[src/fadp_pkg.sv]
// Shared types and constants for the framed ASCII decimal parser.
// No dependencies; used by every module under src.
`timescale 1ns / 1ps
`default_nettype none
package fadp_pkg;

	localparam int MANT_W = 56;
	localparam int FRAC_W = 4;	// counts up to nine fraction digits
	localparam int VALUE_W = 48;
	localparam int DIV_W = 30;	// 10^9 fits in 30 bits
	localparam int DIVIDEND_W = MANT_W + 16;
	localparam int DIV_CNT_W = $clog2(DIVIDEND_W + 1);

	localparam logic [7:0] START_RESET = 8'd60;
	localparam logic [7:0] END_RESET = 8'd62;
	localparam logic [7:0] CHAR_ZERO = 8'd48;
	localparam logic [7:0] CHAR_NINE = 8'd57;
	localparam logic [7:0] CHAR_POINT = 8'd46;

	localparam logic CFG_START = 1'b0;
	localparam logic CFG_END = 1'b1;

	typedef struct packed {
		logic sat;
		logic trunc;
		logic bad;
	} flags_t;

	typedef struct packed {
		logic [MANT_W-1:0] mant;
		logic [FRAC_W-1:0] frac;
		flags_t flags;
	} job_t;

	function automatic logic [DIV_W-1:0] pow10(input logic [FRAC_W-1:0] idx);
		logic [DIV_W-1:0] p;
		begin
			case (idx)
				4'd0: p = 30'd1;
				4'd1: p = 30'd10;
				4'd2: p = 30'd100;
				4'd3: p = 30'd1000;
				4'd4: p = 30'd10000;
				4'd5: p = 30'd100000;
				4'd6: p = 30'd1000000;
				4'd7: p = 30'd10000000;
				4'd8: p = 30'd100000000;
				default: p = 30'd1000000000;
			endcase
			return p;
		end
	endfunction

endpackage
`default_nettype wire

[src/fadp_front.sv]
// Front end: marker registers, frame tracking and digit accumulation.
// Pushes one job per closed frame. Depends on fadp_pkg.
`timescale 1ns / 1ps
`default_nettype none
module fadp_front #(
	parameter int MAX_CHARS = 63,
	parameter int MAX_FRAC_DIGITS = 6
) (
	input wire logic clk,
	input wire logic arst_n,
	input wire logic cfg_valid,
	input wire logic cfg_index,
	input wire logic [7:0] cfg_data,
	input wire logic byte_valid,
	input wire logic [7:0] rx_byte,
	output fadp_pkg::job_t job,
	output logic job_push
);

	localparam int CNT_W = $clog2(MAX_CHARS + 1);

	logic [7:0] start_q, end_q;
	logic in_frame_q, point_q;
	logic [fadp_pkg::MANT_W-1:0] mant_q;
	logic [fadp_pkg::FRAC_W-1:0] frac_q;
	logic [CNT_W-1:0] count_q;
	fadp_pkg::flags_t flags_q;

	logic is_digit;
	logic [3:0] digit;
	logic [fadp_pkg::MANT_W+3:0] wide;
	logic [fadp_pkg::MANT_W+3:0] next_mant;

	assign is_digit = (rx_byte >= fadp_pkg::CHAR_ZERO) && (rx_byte <= fadp_pkg::CHAR_NINE);
	assign digit = 4'(rx_byte - fadp_pkg::CHAR_ZERO);
	assign wide = {4'b0, mant_q};
	// m*10 + d as two shifted adds; upper four bits flag overflow past 2^56-1
	assign next_mant = (wide << 3) + (wide << 1) + (fadp_pkg::MANT_W+4)'(digit);

	assign job_push = byte_valid && in_frame_q && (rx_byte == end_q);
	assign job.mant = mant_q;
	assign job.frac = frac_q;
	assign job.flags = flags_q;

	always_ff @(posedge clk or negedge arst_n) begin
		if (!arst_n) begin
			start_q <= fadp_pkg::START_RESET;
			end_q <= fadp_pkg::END_RESET;
		end else if (cfg_valid) begin
			case (cfg_index)
				fadp_pkg::CFG_START: start_q <= cfg_data;
				fadp_pkg::CFG_END: end_q <= cfg_data;
				default: ;
			endcase
		end
	end

	always_ff @(posedge clk or negedge arst_n) begin
		if (!arst_n) begin
			in_frame_q <= 1'b0;
			point_q <= 1'b0;
			mant_q <= '0;
			frac_q <= '0;
			count_q <= '0;
			flags_q <= '0;
		end else if (byte_valid) begin
			if (!in_frame_q || rx_byte == end_q) begin
				// open or close a frame: either way the frame state restarts
				if (!in_frame_q)
					in_frame_q <= (rx_byte == start_q);
				else
					in_frame_q <= 1'b0;
				point_q <= 1'b0;
				mant_q <= '0;
				frac_q <= '0;
				count_q <= '0;
				flags_q <= '0;
			end else if (count_q >= CNT_W'(MAX_CHARS)) begin
				flags_q.trunc <= 1'b1;
			end else begin
				count_q <= count_q + 1'b1;
				if (is_digit) begin
					if (point_q && frac_q >= fadp_pkg::FRAC_W'(MAX_FRAC_DIGITS)) begin
						flags_q.trunc <= 1'b1;
					end else begin
						if (next_mant[fadp_pkg::MANT_W+3:fadp_pkg::MANT_W] != 4'd0) begin
							mant_q <= '1;
							flags_q.sat <= 1'b1;
						end else begin
							mant_q <= next_mant[fadp_pkg::MANT_W-1:0];
						end
						if (point_q)
							frac_q <= frac_q + 1'b1;
					end
				end else if (rx_byte == fadp_pkg::CHAR_POINT && !point_q) begin
					point_q <= 1'b1;
				end else begin
					flags_q.bad <= 1'b1;
				end
			end
		end
	end

endmodule
`default_nettype wire

[src/fadp_queue.sv]
// Two-entry job queue between the front end and the divider.
// Depends on fadp_pkg for the job type.
`timescale 1ns / 1ps
`default_nettype none
module fadp_queue (
	input wire logic clk,
	input wire logic arst_n,
	input wire logic push,
	input wire fadp_pkg::job_t push_job,
	input wire logic pop,
	output fadp_pkg::job_t pop_job,
	output logic full,
	output logic empty
);

	fadp_pkg::job_t slot_q [2];
	logic wr_ptr_q, rd_ptr_q;
	logic [1:0] count_q;

	assign full = (count_q == 2'd2);
	assign empty = (count_q == 2'd0);
	assign pop_job = slot_q[rd_ptr_q];

	always_ff @(posedge clk) begin
		if (push && !full)
			slot_q[wr_ptr_q] <= push_job;
	end

	always_ff @(posedge clk or negedge arst_n) begin
		if (!arst_n) begin
			wr_ptr_q <= 1'b0;
			rd_ptr_q <= 1'b0;
			count_q <= 2'd0;
		end else begin
			if (push && !full)
				wr_ptr_q <= ~wr_ptr_q;
			if (pop && !empty)
				rd_ptr_q <= ~rd_ptr_q;
			case ({push && !full, pop && !empty})
				2'b10: count_q <= count_q + 1'b1;
				2'b01: count_q <= count_q - 1'b1;
				default: ;
			endcase
		end
	end

endmodule
`default_nettype wire

[src/fadp_back.sv]
// Back end: bit-serial division of mantissa * 2^16 by 10^frac, saturation,
// and the output register. Depends on fadp_pkg.
`timescale 1ns / 1ps
`default_nettype none
module fadp_back (
	input wire logic clk,
	input wire logic arst_n,
	input wire logic job_ready,
	input wire fadp_pkg::job_t job,
	output logic job_pop,
	output logic out_valid,
	input wire logic out_ready,
	output logic [fadp_pkg::VALUE_W-1:0] out_value,
	output logic [2:0] out_frac,
	output fadp_pkg::flags_t out_flags
);

	typedef enum logic [2:0] {
		ST_IDLE = 3'b001,
		ST_DIV = 3'b010,
		ST_HOLD = 3'b100
	} state_t;

	state_t state_q;
	logic [fadp_pkg::DIVIDEND_W-1:0] quo_q;	// dividend shifts out, quotient shifts in
	logic [fadp_pkg::DIV_W-1:0] rem_q, divisor_q;
	logic [fadp_pkg::DIV_CNT_W-1:0] cnt_q;
	logic [2:0] frac_q;
	fadp_pkg::flags_t flags_q;

	logic [fadp_pkg::DIV_W:0] trial;
	logic take;
	logic [fadp_pkg::DIV_W:0] diff;
	logic over;

	assign trial = {rem_q, quo_q[fadp_pkg::DIVIDEND_W-1]};
	assign take = trial >= {1'b0, divisor_q};
	assign diff = trial - {1'b0, divisor_q};
	assign over = quo_q[fadp_pkg::DIVIDEND_W-1:fadp_pkg::VALUE_W] != '0;
	assign job_pop = (state_q == ST_IDLE) && job_ready;

	always_ff @(posedge clk) begin
		case (state_q)
			ST_IDLE: begin
				quo_q <= {job.mant, 16'd0};
				rem_q <= '0;
				divisor_q <= fadp_pkg::pow10(job.frac);
				frac_q <= job.frac[2:0];
				flags_q <= job.flags;
			end
			ST_DIV: begin
				quo_q <= {quo_q[fadp_pkg::DIVIDEND_W-2:0], take};
				rem_q <= take ? diff[fadp_pkg::DIV_W-1:0] : trial[fadp_pkg::DIV_W-1:0];
			end
			default: ;
		endcase
		if (state_q == ST_HOLD && (!out_valid || out_ready)) begin
			out_value <= over ? '1 : quo_q[fadp_pkg::VALUE_W-1:0];
			out_frac <= frac_q;
			out_flags.bad <= flags_q.bad;
			out_flags.trunc <= flags_q.trunc;
			out_flags.sat <= flags_q.sat | over;
		end
	end

	always_ff @(posedge clk or negedge arst_n) begin
		if (!arst_n) begin
			state_q <= ST_IDLE;
			cnt_q <= '0;
			out_valid <= 1'b0;
		end else begin
			if (state_q == ST_HOLD && (!out_valid || out_ready))
				out_valid <= 1'b1;
			else if (out_ready)
				out_valid <= 1'b0;
			case (state_q)
				ST_IDLE: begin
					if (job_ready) begin
						state_q <= ST_DIV;
						cnt_q <= fadp_pkg::DIV_CNT_W'(fadp_pkg::DIVIDEND_W - 1);
					end
				end
				ST_DIV: begin
					cnt_q <= cnt_q - 1'b1;
					if (cnt_q == '0)
						state_q <= ST_HOLD;
				end
				ST_HOLD: begin
					if (!out_valid || out_ready)
						state_q <= ST_IDLE;
				end
				default: state_q <= ST_IDLE;
			endcase
		end
	end

endmodule
`default_nettype wire

[src/framed_ascii_decimal_parser.sv]
// Top level of the framed ASCII decimal parser: front end, job queue, divider.
// Depends on fadp_pkg, fadp_front, fadp_queue and fadp_back.
//
//  channel | dir | handshake          | payload
//  s_      | in  | s_tvalid/s_tready  | s_tdata: rx_byte
//  m_      | out | m_tvalid/m_tready  | m_tdata: value_q16, frac_digits; m_tuser: flags
//  cfg_    | in  | cfg_valid/cfg_ready| cfg_index, cfg_data
//
// Bytes are taken one per cycle. Input bytes are held off while the
// two-entry job queue is full; cfg writes are always taken. The divider works
// out one quotient bit per cycle over the 72-bit dividend, after a load step and before the hand-off.
// Reset returns the markers to '<' and '>' and drops any open frame.
// The output register lets the divider start the next frame while a result waits.
`timescale 1ns / 1ps
`default_nettype none
module framed_ascii_decimal_parser #(
	parameter int MAX_CHARS = 63,
	parameter int MAX_FRAC_DIGITS = 6
) (
	input wire logic clk,
	input wire logic arst_n,
	input wire logic s_tvalid,
	output logic s_tready,
	input wire logic [7:0] s_tdata,	// [7:0] rx_byte
	output logic m_tvalid,
	input wire logic m_tready,
	output logic [55:0] m_tdata,	// [47:0] value_q16, [50:48] frac_digits, rest zero
	output logic [2:0] m_tuser,	// [0] bad_char, [1] truncated, [2] saturated
	input wire logic cfg_valid,
	output logic cfg_ready,
	input wire logic cfg_index,
	input wire logic [7:0] cfg_data
);

	fadp_pkg::job_t push_job, pop_job;
	logic job_push, job_pop, q_full, q_empty;
	logic [fadp_pkg::VALUE_W-1:0] value;
	logic [2:0] frac;
	fadp_pkg::flags_t flags;

	assign s_tready = !q_full;
	assign cfg_ready = 1'b1;
	assign m_tdata = {5'd0, frac, value};
	assign m_tuser = {flags.sat, flags.trunc, flags.bad};

	fadp_front #(
		.MAX_CHARS(MAX_CHARS),
		.MAX_FRAC_DIGITS(MAX_FRAC_DIGITS)
	) u_front (
		.clk(clk),
		.arst_n(arst_n),
		.cfg_valid(cfg_valid),
		.cfg_index(cfg_index),
		.cfg_data(cfg_data),
		.byte_valid(s_tvalid && s_tready),
		.rx_byte(s_tdata),
		.job(push_job),
		.job_push(job_push)
	);

	fadp_queue u_queue (
		.clk(clk),
		.arst_n(arst_n),
		.push(job_push),
		.push_job(push_job),
		.pop(job_pop),
		.pop_job(pop_job),
		.full(q_full),
		.empty(q_empty)
	);

	fadp_back u_back (
		.clk(clk),
		.arst_n(arst_n),
		.job_ready(!q_empty),
		.job(pop_job),
		.job_pop(job_pop),
		.out_valid(m_tvalid),
		.out_ready(m_tready),
		.out_value(value),
		.out_frac(frac),
		.out_flags(flags)
	);

endmodule
`default_nettype wire

[config.mk]
export PLATFORM = sky130hd
export DESIGN_NAME = framed_ascii_decimal_parser
export DESIGN_NICKNAME = d
export VERILOG_FILES = /design/src/fadp_pkg.sv /design/src/fadp_front.sv /design/src/fadp_queue.sv /design/src/fadp_back.sv /design/src/framed_ascii_decimal_parser.sv
export SDC_FILE = /design/constraint.sdc
export NUM_CORES = 1
export LEC_CHECK = 0
export BUFFER_PORTS_ARGS = -buffer_cell sky130_fd_sc_hd__buf_2
export CAP_MARGIN = 40
export CORE_MARGIN = 3
export CORE_UTILIZATION = 40
export CTS_BUF_LIST = sky130_fd_sc_hd__clkbuf_16
export CTS_CLUSTER_DIAMETER = 40
export DETAILED_ROUTE_END_ITERATION = 8
export PLACE_DENSITY = 0.54
export REMOVE_ABC_BUFFERS = 1
export SYNTH_ARGS = -nofsm -noshare
export SYNTH_HDL_FRONTEND = slang
export SYNTH_SLANG_ARGS = --single-unit
[constraint.sdc]
create_clock -name clk -period 11.1 [get_ports clk]
set_input_delay 0.555 -clock clk [delete_from_list [all_inputs] [get_ports clk]]
set_output_delay 0.555 -clock clk [all_outputs]
set_load 0.005 [all_outputs]
Yosys cells after proc, flatten, opt, wreduce, memory -nomap -nowiden
Memory sizes are Yosys's and may differ from the RTL's. A register that Yosys moved wholly into a read port is not among the register bits.
Index checks and enable logic that the tools add are counted.
{"block": "totals", "ram_bits": 126, "rom_bits": 480, "regBits": 264, "memories": 2, "word_cells": 146}
{"block": "op_classes", "n_addsub": 9, "bitwise": 4, "n_mux": 41, "eq_ne": 16, "magnitude_cmp": 5, "reduce_logical": 42}
{"name": "(name not given)", "depth": 16, "word_bits": 30, "read_ports": 1, "rd_clocked_by_memory_dff": 1, "wr": 0, "line": "fadp_pkg.sv:38", "rtl": "case (idx)"}
{"name": "u_queue.slot_q", "depth": 2, "word_bits": 63, "read_ports": 1, "rd_clocked_by_memory_dff": 0, "wr": 1, "line": "fadp_queue.sv:16", "rtl": "fadp_pkg::job_t slot_q [2];"}
{"op": "$mux W56", "count": 5}
{"op": "$pmux W72 S2", "count": 1}
{"op": "$add A59 B57 Y60", "count": 1}
{"op": "$add A60 B4 Y60", "count": 1}
{"op": "$pmux W30 S2", "count": 1}
{"op": "$ge A31 B30 Y1", "count": 1}
{"op": "$mux W30", "count": 1}
{"op": "$sub A30 B30 Y30", "count": 1}
{"op": "$reduce_bool A24 Y1", "count": 1}
{"op": "$mux W4", "count": 5}
{"op": "$mux W1", "count": 17}
{"op": "$eq A8 B8 Y1", "count": 2}
{"op": "$pmux W7 S2", "count": 1}
{"op": "$reduce_bool A2 Y1", "count": 7}
{"op": "$mux W3", "count": 4}
{"op": "$mux W6", "count": 2}
{"op": "$reduce_and A4 Y1", "count": 3}
{"op": "$logic_and A1 B1 Y1", "count": 10}
{"op": "$reduce_and A2 Y1", "count": 5}
{"op": "$reduce_and A5 Y1", "count": 2}
{"op": "$pmux W3 S3", "count": 1}
{"op": "$eq A8 B6 Y1 const B", "count": 1}
{"op": "$ge A8 B6 Y1 const B", "count": 1}
{"op": "$le A8 B6 Y1 const B", "count": 1}
{"op": "other kinds (27)", "count": 42}

Depth between registers and ports, before layout
{"block": "logic_depth", "word_depth": 8, "depth_mapped": 15}

Hierarchy
Synthesis repeated with hierarchy kept, for this count alone.
{"block": "unflattened", "hier_cells": 2034, "area_unflattened_um2": 23055.9}
{"module": "fadp_back", "area_each_um2": 9838.2, "n_inst": 1, "cells_each": 908}
{"module": "fadp_front", "area_each_um2": 8109.0, "n_inst": 1, "cells_each": 901}
{"module": "fadp_queue", "area_each_um2": 5042.3, "n_inst": 1, "cells_each": 214}
{"module": "framed_ascii_decimal_parser", "area_each_um2": 66.3, "n_inst": 1, "cells_each": 11}

Least setup slack after synthesis
OpenSTA, ideal clock, no wires.
{"block": "synth_path", "path_type": "register -> register", "from": "reg u_back.state_q[0]", "to": "reg u_back.quo_q[0] (netlist name) (enable)", "setup_ns": 0.417, "stages_incl_launch_ff": 3, "path_buffers": 0, "arrival_ns": 4.361, "slack_ns": 6.321, "path_cell_list": "dfstp_2 -> nor3b_1 -> or2_2"}
{"block": "synth_via", "elab_chain_cells": 2, "elab_cells_between_ends": 3, "classes_between": "2 x eq/ne; 1 x reduce/logical"}
{"element": "from (decl)", "line": "fadp_back.sv:24", "rtl": "state_t state_q;"}
{"element": "from (signal assigned)", "line": "fadp_back.sv:68", "rtl": "state_q <= ST_IDLE;"}
{"element": "from (signal assigned)", "line": "fadp_back.sv:79", "rtl": "state_q <= ST_DIV;"}
{"element": "from (signal assigned)", "line": "fadp_back.sv:86", "rtl": "state_q <= ST_HOLD;"}
{"element": "$eq A3 B2 Y1 / $eq A3 B1 Y1 (equally long branches)", "line": "fadp_back.sv:43", "rtl": "case (state_q)"}
{"element": "$reduce_bool A2 Y1 (no source line) (*)"}
{"element": "to (signal assigned)", "line": "fadp_back.sv:45", "rtl": "quo_q <= {job.mant, 16'd0};"}
{"element": "to (signal assigned)", "line": "fadp_back.sv:52", "rtl": "quo_q <= {quo_q[fadp_pkg::DIVIDEND_W-2:0], take};"}
{"element": "to (decl)", "line": "fadp_back.sv:25", "rtl": "logic [fadp_pkg::DIVIDEND_W-1:0] quo_q;"}
Mark *: on every way between the ends. The rest lies on a longest branch, timed or not.
A chain may end at the register's enable or synchronous reset.

Worst setup path after layout
{"block": "layout_path", "from": "reg u_front.mant_q[0] (netlist name)", "to": "reg u_front.mant_q[16] (netlist name)"}
{"block": "layout_via", "elab_chain_cells": 8}
{"element": "from (decl)", "line": "fadp_front.sv:24", "rtl": "logic [fadp_pkg::MANT_W-1:0] mant_q;"}
{"element": "from (signal assigned)", "line": "fadp_front.sv:90", "rtl": "mant_q <= next_mant[fadp_pkg::MANT_W-1:0];"}
{"element": "$add A59 B57 Y60 (*)", "line": "fadp_front.sv:38", "rtl": "assign next_mant = (wide << 3) + (wide << 1) + (fadp_pkg::MANT_W+4)'(digit);"}
{"element": "$add A60 B4 Y60 (*)", "line": "fadp_front.sv:38"}
{"element": "$reduce_bool A4 Y1", "line": "fadp_front.sv:86", "rtl": "if (next_mant[fadp_pkg::MANT_W+3:fadp_pkg::MANT_W] != 4'd0) begin"}
{"element": "$mux W56 (*)", "line": "fadp_front.sv:86"}
{"element": "$mux W56 (*)", "line": "fadp_front.sv:83", "rtl": "if (point_q && frac_q >= fadp_pkg::FRAC_W'(MAX_FRAC_DIGITS)) begin"}
{"element": "$mux W56 (*)", "line": "fadp_front.sv:82", "rtl": "if (is_digit) begin"}
{"element": "$mux W56 (*)", "line": "fadp_front.sv:78", "rtl": "end else if (count_q >= CNT_W'(MAX_CHARS)) begin"}
{"element": "$mux W56 (*)", "line": "fadp_front.sv:67", "rtl": "if (!in_frame_q || rx_byte == end_q) begin"}
Mark *: on every way between the ends. The rest lies on a longest branch, timed or not. The select of a mux whose other input is x is not followed.

==> run summary <==
Max Freq - 211.1 MHz
Count of antenna-violating nets left after detailed routing - 0
Antenna Cells - 0
Final period demand of the worst path - 4.738 ns
Final routed wire length divided by cell count - 18.41 µm
Remaining design rule violation count - 0
RSZ-0062 raised after global routing - false
Total negative slack for setup checks - 0 ns
Number of antenna violations at the first check in global routing - 1
Number of flops mapped to enable cells by yosys - 311
Total of endpoints with negative setup slack in the final report - 0
Setup Crit Path Kind - reg -> reg
Slowest stage delay, CP - 0.59 ns
Required time worst endpoint - 11.57 ns
Number of global-route vias before repair - 15282
Site row count - 85
Yosys warnings - 0
Number of pins exceeding their max-slew limit in the final report - 0
DR vias - 15161
Width of the chip - 240.2 µm
Transition at the pin with the smallest max-transition slack - 0.8593 ns
Max Buffers Root-to-Sink - 3
Post-Synth Simple-Gate Area - 11.92%
Reg-to-reg startpoint - u_front.mant_q[0]$_DFFE_PN0P_
Number of DRC violations after detailed-routing iteration 0 - 1022
Category of the worst setup path capture point - flip-flop
Worst-case register-to-register setup slack - 6.36 ns
Post-synthesis sequential area ratio - 54.25%
# clock sinks - 413
Worst-case hold path end point - u_front.start_q[1]$_DFFE_PN0P_
Max capacitance violation total - 0
Final hold violation count - 0
Clock tree from TritonCTS - yes
Setup crit start - u_front.mant_q[0]$_DFFE_PN0P_
Layout cells sized above 1 - 13.19%
Most frequently used flop master after synthesis - edfxtp_1
FFs w/ async S/R, synth - 24.70%
Period utilization - 42.68%
Std-Cell Core Area - 54030 µm²
Cell depth of the worst min-delay path - 2
RR Endpoint - u_front.mant_q[16]$_DFFE_PN0P_
Fraction of the mapped netlist area in adder cells - 8.998%
Post-DP HPWL - 36.13 mm
Data arrival, critical path - 5.21 ns
Congestion Overflow GR - 0
Worst slew margin relative to its limit - 42.71%
Final routed wirelength across all metal layers - 51.61 mm
Number of synthesized register bits - 413
Worst Min Path Start - cfg_data[1]
Routability cong. - 0.8682
Post-synthesis mux area share - 4.687%
Clock root buffer master - clkbuf_16
CP startpoint kind - flip-flop
Post-synthesis instance area - 21940 µm²
Synth Area per Inst - 11.14 µm²
Skew final - 0.02934 ns
Area fraction in compound gates after synthesis - 13.72%
Run status - complete, no violations
Number of cells produced by synthesis - 1969
Initial cell density of the core - 40.62%
Chip height - 240.2 µm
Depth of the CTS H-tree - 3
First drt pass iteration count - 5
Clock edge transition at the registers on the reported setup and hold paths - 0.06 ns
Distinct cell type count of the synthesized netlist - 74
Ordered cell list for the critical path - fa_1, inv_1, fa_1, nand2b_1, a21oi_1, o21ai_1, a211oi_2, o21ai_1, a2111o_1, a22oi_2, nand4b_2, buf_4, o31a_1
Critical path fanouts, max - 32
Fin nets - 2232
Worst-skew pair later-pin latency - 0.60 ns
Global-route total usage across every layer - 18.27%
Worst min path class - in -> reg
Die ar. - 57710 µm²
Clock buffer count from CTS - 66
Vias per inst - 5.409
First-pass GRT wire length - 83.90 mm
Area share of xor/xnor cells in the synthesized design - 3.752%
Ports - 84
Dominant combinational cell family by area after synthesis - compound AO/OA/AOI/OAI gates
Critical Path Slowest Stage Cell - nand4b_2
Core Util, Final - 47.29%
Synthesis-to-finish area growth - 16.43%
Port-buffer cells - 77
Post-CTS Resized - 0
Number of cell instances on the worst register-to-register path - 13
Maximum number of pins on one net before global-route repair - 93
-- cell type report --
class | instances | area [µm²]
Clock inverter | 54 | 701.9
Multi-Input combinational cell | 1416 | 9507
Timing Repair Buffer | 102 | 678.2
Clock buffer | 67 | 1677
Sequential cell | 413 | 11910
Inverter | 55 | 206.4
Tap cell | 696 | 870.8
Fill cell | 4933 | 28480
-- sequential cells by signal, indices dropped and copies added, names as in the netlist, 2 cells and up --
name              flops
u_back.state_q        3
u_queue.slot_q      126
u_back.divisor_q     23
u_front.job           3
u_queue.count_q       2
u_back.flags_q        3
u_front.end_q         8
u_back.quo_q         72
u_front.count_q       6
u_back.out_flags      3
u_back.rem_q         30
u_back.cnt_q          7
u_front.mant_q       56
u_front.frac_q        4
u_back.out_frac       3
u_front.start_q       8
u_back.frac_q         3
u_back.out_value     48
-- logic make-up (layout without fill, tap and decap cells) --
family                     count (synthesis)  after routing
and+or+nand+nor                          548            548
AOI/OAI and AO/OA                        512            512
DFF                                      413            413
adders and majority gates                156            156
buffers and inverters                    144            278
muxes                                    100            100
xor gates and xnor gates                  94             94
other                                      2              6
-- worst max path at each step --
| stage | to | slack, ns | cells past startpoint |
|---|---|---|---|
| after floorplan | u_back.quo_q[0]$_SDFFCE_PN0N_ | 5.00 | 3 |
| after global placement | u_front.mant_q[16]$_DFFE_PN0P_ | 6.18 | 14 |
| after detailed placement | u_front.mant_q[16]$_DFFE_PN0P_ | 6.04 | 14 |
| after CTS | u_front.mant_q[16]$_DFFE_PN0P_ | 6.34 | 13 |
| after global routing | u_front.mant_q[22]$_DFFE_PN0P_ | 5.97 | 14 |
| final | u_front.mant_q[16]$_DFFE_PN0P_ | 6.36 | 13 |
-- cells in the mapped netlist (5+ instances only) --
master      n  area [µm²]
a211oi_1   15       112.6
a21boi_0    7       52.55
a21o_1     30       225.2
a21oi_1   161       805.8
a31oi_1    13       81.33
and2_1     22       137.6
and3_1     10       62.56
buf_1       5       18.77
buf_2      11       55.05
buf_4       7       52.55
clkbuf_1   66       247.7
dfrtp_1    92        2302
dfstp_2    10       262.8
edfxtp_1  311        9339
ha_1      153        1914
inv_1      55       206.5
mux2_2     22       247.7
mux2i_1    78       780.8
nand2_1   184       690.7
nand2b_1   18       112.6
nand3_1    22       110.1
nand4_1    21       131.4
nor2_1    136       510.5
nor2b_1    12       75.07
nor3_1     23       115.1
nor4_1     16       100.1
o211ai_1    9       67.56
o21a_1     18       135.1
o21ai_0   189       945.9
o21ai_1    10       50.05
o21bai_1   11       82.58
o221a_2     7       78.83
or2_2      10       62.56
or3_1      58       362.9
xnor2_1    46       402.9
xor2_1     48       420.4
-- repair_timing --
item	CTS	global route
hold endpoints to repair	29	0
hold buffers	1	0
buffers inserted	0	0
-- placed cells by master (no fill, tap or decap), types with 48 or more instances in the layout --
cell	netlist	routed
or3_1	58	58
nor2_1	136	133
mux2i_1	78	78
dfrtp_1	92	91
clkbuf_16	0	67
ha_1	153	153
buf_2	11	76
inv_1	55	58
edfxtp_1	311	311
xor2_1	48	48
a21oi_1	161	161
nand2_1	184	184
o21ai_0	189	189
-- layer usage --
layer,global-route usage [%],vias to the layer above,share of wire [%],wire [µm]
met5,0,-,0,0
met4,4.772,0,1.8,921
met3,3.487,74,3.7,1890
li1,-,7478,-,-
met1,25.92,7335,49,25310
met2,28.88,274,46,23490
-- stage by stage --
stage | instances | instance area, µm² | hold slack, ns | worst slack, ns
finish | 2803 | 25550 | 0.2024 | 6.362
global route | 2803 | 25550 | 0.1783 | 5.970
CTS | 2803 | 25550 | 0.1606 | 6.344
detailed placement | 2681 | 23160 | 0.4120 | 6.042
global placement | 2675 | 23010 | 0.4047 | 6.179
floorplan | 1884 | 21580 | 0.2594 | 4.997
-- critical path: cells and delay by family, from the launching register on --
| family | cells | cell delay (ns) |
|---|---|---|
| AOI/OAI and AO/OA | 7 | 1.81 |
| adders and majority gates | 2 | 1.00 |
| and+or+nand+nor | 2 | 0.78 |
| buffers and inverters | 2 | 0.57 |
| DFF | 1 | 0.43 |
Power is left out: the tool's default activity adds up to more than one toggle a clock period on the data nets, which glitch-free logic cannot reach.
